File: config.mk
export PLATFORM = sky130hd
export DESIGN_NAME = sorted_insert_priority_queue_top
export DESIGN_NICKNAME = d
export VERILOG_FILES = /design/src/design/spq_pkg.sv /design/src/design/spq_cell.sv /design/src/design/sorted_insert_priority_queue_top.sv
export SDC_FILE = /design/constraint.sdc
export NUM_CORES = 2
export LEC_CHECK = 0
export ABC_CLOCK_PERIOD_IN_PS = 5000
export BUFFER_PORTS_ARGS = -buffer_cell sky130_fd_sc_hd__buf_4
export CORE_ASPECT_RATIO = 1.25
export CORE_UTILIZATION = 60
export CTS_CLUSTER_DIAMETER = 80
export DETAILED_ROUTE_END_ITERATION = 10
export PLACE_DENSITY = 0.77
export SYNTH_ARGS = -nofsm -noshare
export SYNTH_HDL_FRONTEND = slang
export SYNTH_HIERARCHICAL = 1
export SYNTH_SLANG_ARGS = --single-unit
File: constraint.sdc
create_clock -name clk -period 5 [get_ports clk]
set_input_delay 0.75 -clock clk [delete_from_list [all_inputs] [get_ports clk]]
set_output_delay 0.75 -clock clk [all_outputs]
set_load 0.01 [all_outputs]
File: src/design/spq_pkg.sv
// Package with the types, constants and codes shared by the sorted priority queue.
package spq_pkg;

  localparam int CAPACITY = 16;
  localparam int VAL_W    = 32;
  localparam int OCC_W    = 5;
  localparam int CNT_W    = $clog2(CAPACITY + 1);

  typedef enum logic [1:0] {
    ST_OK    = 2'd0,
    ST_EMPTY = 2'd1,
    ST_FULL  = 2'd2
  } status_t;

  typedef enum logic [1:0] {
    OP_HOLD,
    OP_INSERT,
    OP_REMOVE
  } cell_op_t;

  localparam logic REQ_INSERT = 1'b0;
  localparam logic REQ_REMOVE = 1'b1;

  typedef struct packed {
    logic                    req_type;
    logic signed [VAL_W-1:0] value;
  } in_item_t;

  typedef struct packed {
    logic signed [VAL_W-1:0] data;
    logic [1:0]              status;
    logic [OCC_W-1:0]        occupancy;
  } out_item_t;

  typedef struct packed {
    cell_op_t                op;
    logic signed [VAL_W-1:0] ins_value;
    logic                    left_less;
    logic                    left_valid;
    logic signed [VAL_W-1:0] left_value;
    logic                    right_valid;
    logic signed [VAL_W-1:0] right_value;
  } cell_ctrl_t;

endpackage

File: src/design/spq_cell.sv
// One cell of the sorted chain: holds one entry and shifts toward either neighbor.
module spq_cell (
  input  logic                            clk,
  input  logic                            rst_n,
  input  spq_pkg::cell_ctrl_t             ctrl,
  output logic signed [spq_pkg::VAL_W-1:0] value,
  output logic                            valid,
  output logic                            less
);
  import spq_pkg::*;

  logic signed [VAL_W-1:0] value_r, value_nxt;
  logic                    valid_r, valid_nxt;

  assign less  = valid_r && (value_r < ctrl.ins_value);
  assign value = value_r;
  assign valid = valid_r;

  always_comb begin
    value_nxt = value_r;
    valid_nxt = valid_r;
    case (ctrl.op)
      OP_INSERT: begin
        if (!less) begin
          value_nxt = ctrl.left_less ? ctrl.ins_value : ctrl.left_value;
          valid_nxt = ctrl.left_valid;
        end
      end
      OP_REMOVE: begin
        value_nxt = ctrl.right_value;
        valid_nxt = ctrl.right_valid;
      end
      default: begin
        value_nxt = value_r;
        valid_nxt = valid_r;
      end
    endcase
  end

  always_ff @(posedge clk) begin
    if (!rst_n) begin
      valid_r <= 1'b0;
    end else begin
      valid_r <= valid_nxt;
    end
  end

  always_ff @(posedge clk) begin
    value_r <= value_nxt;
  end

endmodule

File: src/design/sorted_insert_priority_queue_top.sv
// Top level of the sorted-insert minimum priority queue built from a chain of cells.
// The result of an accepted request is in the output register in the next cycle.
// Throughput: one request per cycle while out_ready is high; every cell compares the broadcast value in parallel.
// The input is ready whenever the output register is empty or being taken.
// Reset clears the cell valid bits, the entry count and the output valid flag.
module sorted_insert_priority_queue_top (
  input  logic               clk,
  input  logic               rst_n,
  input  logic               in_valid,
  output logic               in_ready,
  input  spq_pkg::in_item_t  in_data,
  output logic               out_valid,
  input  logic               out_ready,
  output spq_pkg::out_item_t out_data
);
  import spq_pkg::*;

  logic signed [VAL_W-1:0] cell_value [CAPACITY];
  logic [CAPACITY-1:0]     cell_valid;
  logic [CAPACITY-1:0]     cell_less;
  cell_ctrl_t              cell_ctrl [CAPACITY];

  logic [CNT_W-1:0] count_r, count_nxt;
  logic             out_valid_r, out_valid_nxt;
  out_item_t        out_r, out_nxt;
  logic             in_fire;
  logic             is_full, is_empty;
  cell_op_t         op;

  assign in_ready  = !out_valid_r || out_ready;
  assign in_fire   = in_valid && in_ready;
  assign is_full   = cell_valid[CAPACITY-1];
  assign is_empty  = !cell_valid[0];
  assign out_valid = out_valid_r;
  assign out_data  = out_r;

  always_comb begin
    op = OP_HOLD;
    if (in_fire) begin
      if (in_data.req_type == REQ_INSERT) begin
        op = is_full ? OP_HOLD : OP_INSERT;
      end else begin
        op = is_empty ? OP_HOLD : OP_REMOVE;
      end
    end
  end

  for (genvar i = 0; i < CAPACITY; i++) begin : g_cell
    always_comb begin
      cell_ctrl[i].op        = op;
      cell_ctrl[i].ins_value = in_data.value;
      if (i == 0) begin
        cell_ctrl[i].left_less  = 1'b1;
        cell_ctrl[i].left_valid = 1'b1;
        cell_ctrl[i].left_value = in_data.value;
      end else begin
        cell_ctrl[i].left_less  = cell_less[(i == 0) ? 0 : i - 1];
        cell_ctrl[i].left_valid = cell_valid[(i == 0) ? 0 : i - 1];
        cell_ctrl[i].left_value = cell_value[(i == 0) ? 0 : i - 1];
      end
      if (i == CAPACITY - 1) begin
        cell_ctrl[i].right_valid = 1'b0;
        cell_ctrl[i].right_value = cell_value[i];
      end else begin
        cell_ctrl[i].right_valid = cell_valid[(i == CAPACITY - 1) ? i : i + 1];
        cell_ctrl[i].right_value = cell_value[(i == CAPACITY - 1) ? i : i + 1];
      end
    end

    spq_cell u_cell (
      .clk   (clk),
      .rst_n (rst_n),
      .ctrl  (cell_ctrl[i]),
      .value (cell_value[i]),
      .valid (cell_valid[i]),
      .less  (cell_less[i])
    );
  end

  always_comb begin
    count_nxt     = count_r;
    out_valid_nxt = out_valid_r && !out_ready;
    out_nxt       = out_r;
    if (in_fire) begin
      out_valid_nxt  = 1'b1;
      out_nxt.data   = '0;
      out_nxt.status = ST_OK;
      case (op)
        OP_INSERT: count_nxt = count_r + CNT_W'(1);
        OP_REMOVE: begin
          count_nxt    = count_r - CNT_W'(1);
          out_nxt.data = cell_value[0];
        end
        default: begin
          out_nxt.status = (in_data.req_type == REQ_INSERT) ? ST_FULL : ST_EMPTY;
        end
      endcase
      out_nxt.occupancy = OCC_W'(count_nxt);
    end
  end

  always_ff @(posedge clk) begin
    if (!rst_n) begin
      count_r     <= '0;
      out_valid_r <= 1'b0;
    end else begin
      count_r     <= count_nxt;
      out_valid_r <= out_valid_nxt;
    end
  end

  always_ff @(posedge clk) begin
    out_r <= out_nxt;
  end

  a_count_matches_cells : assert property (@(posedge clk) disable iff (!rst_n)
    $countones(cell_valid) == int'(count_r))
    else $error("Entry count differs from the number of valid cells.");

  a_valid_contiguous : assert property (@(posedge clk) disable iff (!rst_n)
    ((cell_valid + CAPACITY'(1)) & cell_valid) == '0)
    else $error("Valid cells are not a contiguous run from the head.");

  a_remove_decrements : assert property (@(posedge clk) disable iff (!rst_n)
    (in_fire && in_data.req_type == REQ_REMOVE && !is_empty)
      |=> count_r == $past(count_r) - CNT_W'(1))
    else $error("A removal transaction did not reduce the entry count.");

  a_full_status : assert property (@(posedge clk) disable iff (!rst_n)
    (out_valid_r && out_r.status == ST_FULL) |-> out_r.occupancy == OCC_W'(CAPACITY))
    else $error("A dropped insert reports an occupancy below capacity.");

endmodule
==> flow_summary.yaml <==
logic_synthesis:
  syn_area_per_cell_um2: 9.66
  synth_area_um2: 42100
  syn_inst: 4359
  ys_warn_count: 6
routing:
  detail_route.wirelength_um: 96300
  drc: 0
  drt_iter0_markers: 1752
  vias_per_cell: 5.81
  drt_pass1_iterations: 5
  route.vias.total: 31100
  detail-route-antenna-nets: 0
  wl_per_cell_um: 18.0
worst_setup_path:
  cp-end-kind: "flop"
  crit_type: "in2reg"
  required_ps: 5350
  cp_max_fo: 33
  reg2reg_depth: 10
  worstSetupStartpointType: "input pin"
  worstPathArrival_ps: 4320
cells_and_area:
  diodes: 0
  area_delta_synth_final_pct: 9.15
  drive_gt1_frac: 0.0782
  fin_area_um2: 45900
  post-route-util: 0.661
  fin_nets: 4910
  final_cell_mix: "nand2_1 (691), o21ai_0 (593), edfxtp_1 (551)"
  layout_commonest_cell: "nand2_1"
cts:
  cts_made_buffers: 60
  numClockSinks: 573
  cts_setup_buffers: 0
  ctsHoldBuffers: 0
  cts_tree: "yes"
  clock_latency_ps: 640
  clock-root-buffer: "clkbuf_16"
  clkTransAtPathRegs_ps: 60
  htree_levels: 2
  cts_resized: 0
  clock_path_buffers: 3
sta:
  slew_viol_final: 0
  skew_ps: 23.2
  fin_crit_ps: 3960
  fmax_ghz: 0.252
  hold_violations: 0
  tightest_slew_ps: 844
  setup_viol: 0
  relSlewSlack: 0.423
  tns_ps: 0
  min_period_over_period: 0.793
  rsz0062_at_grt: "no"
placed_design:
  gp_congestion: 0.822
  dpl.hpwl_um: 73700
  postPlaceCellArea_um2: 43900
  port_buffers: 77
global_route:
  grt_max_degree: 69
  grt_pass1_wl_um: 158000
  gr-total-overflow: 0
  track_usage: 0.272
  antenna_found_initial: 0
  grt_pass1_vias: 31500
power:
  pwr-share-seq: 0.471
  switching_power_w: 0.00347
  p_clk_frac: 0.373
  powerDensity_nw_per_um2: 278
  power_leakage_nw: 17.9
  p_sw_frac: 0.271
  combPwrFrac: 0.156
  peakVddDrop_mv: 0.271
  p_int_w: 0.00932
floorplanning:
  boundaryPins: 78
  die_w_um: 239
  die_h_um: 298
  dieArea_um2: 71200
  core_area_um2: 69500
  initial_core_util: 0.606
  core.rowCount: 108
run:
  drv_cap: 0
run_status:
  status: "finished, final reports clean"
hold_path:
  min_path_type: "in2reg"
  worst_hold_path.num_cells: 3
-- final timing paths --
kind / startpoint / endpoint / slack (ps)
setup reg to reg: g_cell[0].u_cell/value[31] / g_cell[1].u_cell/value[21] / 1140
setup / recovery: in_data[31] / g_cell[1].u_cell/value[21] / 1040
hold / removal: in_valid / out_valid / 390
hold reg to reg: count_r[4] / count_r[4] / 490
-- critical path, stage by stage --
cell     delay, ps
buf_4          310
inv_1          100
ha_1           400
nand4_1        190
nor4_1         660
nand2_1        280
a31oi_2        420
nor3_1         100
nor3_2         160
buf_4          500
mux2i_1        280
o21ai_0        120
-- layer usage --
| layer | share of wire | global-route usage |
|---|---|---|
| met1 | 0.42 | 0.332 |
| met2 | 0.52 | 0.495 |
| met3 | 0.029 | 0.0254 |
| met4 | 0.034 | 0.0989 |
| met5 | 0 | 0 |
-- final cells by class --
| cell class | count | area, um2 |
|---|---|---|
| Multi-Input combinational cell | 3056 | 22400 |
| Fill cell | 5642 | 23500 |
| Sequential cell | 573 | 17000 |
| Clock buffer | 75 | 1660 |
| Tap cell | 935 | 1170 |
| Inverter | 548 | 2060 |
| Clock inverter | 38 | 413 |
| Timing Repair Buffer | 135 | 1230 |
-- power by group through the flow --
| stage | clock network (W) | registers [W] | logic, W |
|---|---|---|---|
| floorplan | 0 | 0.00602 | 0.00136 |
| global placement | 0 | 0.00610 | 0.00185 |
| detailed placement | 0 | 0.00612 | 0.00197 |
| CTS | 0.00485 | 0.00602 | 0.00200 |
| global route | 0.00502 | 0.00606 | 0.00228 |
| finish | 0.00477 | 0.00602 | 0.00200 |
-- registers in the layout (all words and copies together) (netlist names) --
| name | count |
|---|---|
| count_r | 5 |
| out_data | 39 |
| g_cell.u_cell/value | 512 |
| g_cell.u_cell/valid | 16 |
| out_valid | 1 |
-- through the flow --
| step | std cells | total power [W] | hold WS, ps | setup WS [ps] |
|---|---|---|---|---|
| after CTS | 5360 | 0.0129 | 352 | 1110 |
| after global placement | 5247 | 0.00796 | 464 | 587 |
| final | 5360 | 0.0128 | 388 | 1040 |
| after floorplan | 4360 | 0.00737 | 454 | 516 |
| after global routing | 5360 | 0.0134 | 400 | 919 |
| after detailed placement | 5247 | 0.00809 | 482 | 478 |
Note: power is estimated with default switching activity, not from simulation.
